File: config.mk
export PLATFORM = sky130hd
export DESIGN_NAME = wgaa_ctrl
export DESIGN_NICKNAME = d
export VERILOG_FILES = /design/src/rtl/windowed_gust_and_average_macros.svh /design/src/rtl/wgaa_pkg.sv /design/src/rtl/wgaa_ctrl.sv
export SDC_FILE = /design/constraint.sdc
export NUM_CORES = 1
export LEC_CHECK = 0
export ABC_AREA = 1
export BUFFER_PORTS_ARGS = -buffer_cell sky130_fd_sc_hd__buf_2
export CORE_AREA = 2 2 39 41
export CTS_CLUSTER_DIAMETER = 30
export DETAILED_ROUTE_END_ITERATION = 7
export DIE_AREA = 0 0 41 43
export SLEW_MARGIN = 30
export SYNTH_ARGS = -nofsm -noshare
export SYNTH_HDL_FRONTEND = slang
export SYNTH_SLANG_ARGS = --single-unit
File: constraint.sdc
create_clock -name clk -period 1.5 [get_ports clk]
set_input_delay 0 -clock clk [delete_from_list [all_inputs] [get_ports clk]]
set_output_delay 0 -clock clk [all_outputs]
set_load 0.02 [all_outputs]
File: src/rtl/windowed_gust_and_average_macros.svh
// Assertion macros for the windowed gust and average block.
// Included by files that carry concurrent assertions; needs no package.
`ifndef WINDOWED_GUST_AND_AVERAGE_MACROS_SVH
`define WINDOWED_GUST_AND_AVERAGE_MACROS_SVH

`ifndef ASSERT_OFF
// Assertion on an explicit clock and active-low reset.
`define WGAA_ASSERT_CLK(label, clock, rstn, prop, msg) \
	label: assert property (@(posedge clock) disable iff (!rstn) prop) else $error(msg);
// Assertion on the block clock clk and reset arst_n.
`define WGAA_ASSERT(label, prop, msg) \
	`WGAA_ASSERT_CLK(label, clk, arst_n, prop, msg)
`else
`define WGAA_ASSERT_CLK(label, clock, rstn, prop, msg)
`define WGAA_ASSERT(label, prop, msg)
`endif

`endif

File: src/rtl/wgaa_pkg.sv
// Shared constants, register indexes and controller/datapath structs
// for the windowed gust and average block. No dependencies.
package wgaa_pkg;

	localparam int DEPTH      = 256;
	localparam int ADDR_W     = (DEPTH > 1) ? $clog2(DEPTH) : 1;
	localparam int CNT_W      = $clog2(DEPTH + 1);
	localparam int SPEED_W    = 16;
	localparam int STAMP_W    = 32;
	localparam int WIN_W      = 16;
	localparam int SUM_W      = SPEED_W + CNT_W;
	localparam int ENTRY_W    = SPEED_W + STAMP_W;
	localparam int STEP_W     = $clog2(SPEED_W + 1);
	localparam int CFG_IDX_W  = 4;
	localparam int CFG_DATA_W = 16;

	localparam logic [ADDR_W-1:0] LAST_SLOT = ADDR_W'(DEPTH - 1);
	localparam logic [CNT_W-1:0]  FULL_COUNT = CNT_W'(DEPTH);

	localparam logic [CFG_IDX_W-1:0] REG_AVG_WINDOW  = CFG_IDX_W'(0);
	localparam logic [CFG_IDX_W-1:0] REG_GUST_WINDOW = CFG_IDX_W'(1);

	localparam logic [WIN_W-1:0] AVG_WINDOW_RESET  = WIN_W'(60);
	localparam logic [WIN_W-1:0] GUST_WINDOW_RESET = WIN_W'(5);

	localparam logic CMD_SAMPLE = 1'b0;
	localparam logic CMD_TICK   = 1'b1;

	typedef struct packed {
		logic accept;
		logic issue;
		logic div_start;
		logic out_load;
	} wgaa_cmd_t;

	typedef struct packed {
		logic walk_done;
		logic rd_pend;
		logic div_busy;
		logic out_full;
	} wgaa_stat_t;

endpackage

File: src/rtl/wgaa_ctrl.sv
// Controller: sequences accept, store walk, division and result hand-off.
// Depends on wgaa_pkg for the command and status structs.
module wgaa_ctrl import wgaa_pkg::*; (
	input  logic       clk,
	input  logic       arst_n,
	input  logic       in_valid,
	output logic       in_ready,
	input  wgaa_stat_t stat,
	output wgaa_cmd_t  cmd
);

	typedef enum logic [2:0] {
		S_IDLE,
		S_WALK,
		S_DIV,
		S_WAIT_DIV,
		S_FINISH
	} state_t;

	state_t state_q;

	always_ff @(posedge clk or negedge arst_n) begin
		if (!arst_n) begin
			state_q <= S_IDLE;
		end else begin
			case (state_q)
				S_IDLE: begin
					if (in_valid) begin
						state_q <= S_WALK;
					end
				end
				S_WALK: begin
					// The last read still has to be evaluated before the sums are final.
					if (stat.walk_done && !stat.rd_pend) begin
						state_q <= S_DIV;
					end
				end
				S_DIV: begin
					state_q <= S_WAIT_DIV;
				end
				S_WAIT_DIV: begin
					if (!stat.div_busy) begin
						state_q <= S_FINISH;
					end
				end
				S_FINISH: begin
					if (!stat.out_full) begin
						state_q <= S_IDLE;
					end
				end
				default: begin
					state_q <= S_IDLE;
				end
			endcase
		end
	end

	always_comb begin
		in_ready      = state_q == S_IDLE;
		cmd.accept    = (state_q == S_IDLE) && in_valid;
		cmd.issue     = (state_q == S_WALK) && !stat.walk_done;
		cmd.div_start = state_q == S_DIV;
		cmd.out_load  = (state_q == S_FINISH) && !stat.out_full;
	end

endmodule

# Word-level counts from Yosys, hierarchy flattened
# Cells that the tools add are included.
[classes]
n_eq_ne = 8
mux = 5
n_reduce_logical = 9
[ops]
columns = ["op", "n"]
rows = [
  ["case mux 3 bit (5 select lines)", 1],
  ["two-way mux 3 bit", 4],
  ["!= test 2 bit, second input constant", 4],
  ["equality test 3 x 2 -> 1 bit, second input constant", 2],
  ["logical AND 1 bit", 4],
  ["AND reduction 4 bit", 1],
  ["equality test 3 x 1 -> 1 bit, second input constant", 1],
  ["equality test 3 bit, second input constant", 1],
  ["zero test 1 bit", 3],
  ["zero test 3 bit", 1],
]
[totals]
reg_bits = 3
in_bits = 7
out_inout_bits = 5
elab_cells = 23

# Depth between registers and ports, before layout
[logic_depth]
depth_word = 4
mapped_depth = 6
mapped_depth_nobuf = 6

# Least setup slack after synthesis
# Ideal clock, no wire load.
[synth_path]
path_type = "reg2out"
start = "register state_q[1]"
end = "output port cmd[0] (netlist name)"
arrival_time_ns = 1.152
required_ns = 1.500
setup_slack_ns = 0.348
path_stages_with_launch = 2
path_buffers = 0
path_cell_list = "dfrtp_1 -> nor4_1"
[synth_rtl]
columns = ["element", "line_no", "rtl"]
rows = [
  ["from (decl)", "wgaa_ctrl.sv:20", "state_t state_q;"],
  ["from (signal assigned)", "wgaa_ctrl.sv:24", "state_q <= S_IDLE;"],
  ["from (signal assigned)", "wgaa_ctrl.sv:29", "state_q <= S_WALK;"],
  ["from (signal assigned)", "wgaa_ctrl.sv:35", "state_q <= S_DIV;"],
  ["to (decl)", "wgaa_ctrl.sv:9", "output wgaa_cmd_t cmd"],
]

==> results.md <==
* First-pass GRT wire length at 793 um
* Status: finished, final reports clean
* RR Endpoint: state_q[1]
* Clk sinks at 3
* Crit start category: register
* Synth Area in Adders at 0%
* Mux contribution to synthesized area at 0%
* Core area at 0.001384 mm2
* Initial antenna violation count at 0
* Area Overhead vs Synth at 51.44%
* H-tree Lvls at 1
* CTS Root Cell: clkbuf_4
* Worst Setup EP: cmd[3]
* Worst path required time at ~1500 ps
* Simple-gate share of the synthesized area at about 47%
* Post-synthesis average cell area at approximately 6.6 um2
* Fmax at 811.9 MHz
* FF-to-FF path depth at 6
* CTS tree: done
* Die Span X at 41 um
* Synth Area in Compound Gates at 4.624%
* Num CTS Buffers at 3
* DP HPWL at 398 um
* Hold Path Class: primary input to register
* Avg WL per Cell at 7.308 um
* Die area at roughly 0.0018 mm2
* Yosys cell types at 12
* Initial DRC Count at 4
* CP arrival at 1230 ps
* Routed WL at 475 um
* Leak Pwr at between 0.00015 and 0.0002 uW
* Syn_nets at 40
* Longest Clk Path Bufs at 2
* PD cells at 2140 mW/mm2
* Layout cells sized above 1 at 38.78%
* Total power at 701.4 uW
* Tcrit/Tclk final at 82.11%
* N_diodes at 0
* CP Max Fanout at 5
* Final Wtd Congestion at about 0.63
* Worst setup path start: state_q[0]
* Fin. Hold Viols at 0
* Combinational family with the most area after synthesis: simple AND/OR/NAND/NOR gates
* Synth Area in XOR/XNOR at 0%
* NumNets Final at 57
* Number of I/O pins at 12
* RSZ-0062 raised after global routing: no
* Top Registers: state_q x3
* CP endpoint kind: primary output
* Die Y at 43 um
* Hold path start: stat[0]
* DR pass1 iterations at 2
* Rows at 14
* Mapped Area at 216.5 um2
* Ys Warns at 0
* Largest net degree at the start of global routing at 7
* MaxCap Viol Count at 0
* Crit path kind: register to primary output
* Slew Viols, Final at 0
* Min Tclk post-route at 1232 ps
* Pre-CTS setup slack at 406.0 ps
* Worst Skew at 0.2421 ps
* Final setup fails at 0
* Worst-Skew Late Latency at 230 ps
* Fin worst setup slack at around 270 ps
* Vias in the first global route at 205
* Total global routing track utilization at 7.538%
* Syn Inst Count at 33
* Relative slew slack at 86.73%
* Post-CTS sizing at 0
* Yosys reg bits at 3
* DR vias/cell at 3.754
* Max FFs per register at 3
* Drt drc at 0
* Setup tns final at 0 ps
* Port bufs at 11
* Flop2flop setup slack at roughly 400 ps
* Worst VDD drop at a little over 0.3 mV
* Initial Utilization at 15.64%
* Total gr overflow at 0
* Clk slew on worst S/H paths at around 40 ps
* Register area share after synthesis at 34.68%
* Slew @ Worst Pin at 197.3 ps
* Worst r2r src: state_q[1]
* Via count at 244
* Post-DRT Antenna Nets at 0
* Largest reg by FF count: state_q
Yosys cell counts, drive strengths merged:
| cell | n | area share [%] |
|---|---|---|
| inv | 8 | 14 |
| nor2 | 8 | 16 |
| nand3 | 6 | 16 |
| dfrtp | 3 | 35 |
| nand2 | 3 | 5.2 |
| o21ai | 2 | 4.6 |
| nor3 | 1 | 2.3 |
| nor4 | 1 | 2.9 |
| or2 | 1 | 4.0 |
per-stage QoR:
| step | cells | util [%] | hold WS (ps) | cell area [um2] |
|---|---|---|---|---|
| 2_1_floorplan | 33 | - | -295.6 | 216.5 |
| 3_3_place_gp | 60 | 21.07 | -202.0 | 291.5 |
| 3_5_place_dp | 60 | 21.07 | -203.2 | 291.5 |
| 4_1_cts | 65 | 23.69 | 57.40 | 327.8 |
| 5_1_grt | 65 | 23.69 | 91.42 | 327.8 |
| 6_report | 65 | 23.69 | 62.75 | 327.8 |
critical path, cell delays in order, from the launching register on:
cell     delay (ps)
dfrtp_1         420
or2_4           270
nor3_1          130
buf_2           190
timing repair:
| item | 4_1_cts | 5_1_grt |
|---|---|---|
| hold endpoints to repair | 3 | 0 |
| setup buffers | 0 | 0 |
| hold buffers | 1 | 0 |
power by group:
part	internal, uW	switching (uW)
clock network	99.7	41.7
logic	147	243
registers	122	47.3
placed cells by master (no fill, tap or decap), drive strengths merged:
cell / Yosys / layout
clkbuf: 0 / 4
dlygate4sd3: 0 / 1
dfrtp: 3 / 3
o21ai: 2 / 2
nand3: 6 / 6
nand2: 3 / 3
buf: 0 / 11
nor4: 1 / 1
nor2: 8 / 8
or2: 1 / 1
inv: 8 / 8
nor3: 1 / 1
metal layers:
layer  wire, um  global-route usage, %
met5          0                      0
met4          0                  8.000
met3         35                  4.712
met1        191                  6.774
met2        248                  10.31
layout make-up:
cell class              instances  area [um2]
fillers                       165        1056
well taps                      16       20.02
repair buffers                 12       65.06
multi-input cells              22       111.4
flip-flops and latches          3       75.07
clock buffers                   4       26.28
inverters                       8       30.03
cell families after synthesis:
group / count (synthesis)
buffers and inverters: 8
AOI/OAI and AO/OA: 2
DFF: 3
and+or+nand+nor: 20
worst min path at each step:
stage | endpoint | depth (start not counted) | slack (ps)
2_1_floorplan | state_q[0] | 0 | -300
3_3_place_gp | state_q[0] | 1 | -200
3_5_place_dp | state_q[1] | 1 | -200
4_1_cts | state_q[2] | 3 | 60
5_1_grt | state_q[2] | 3 | 90
6_report | state_q[2] | 3 | 60
Power figures use the tool's default switching activity.
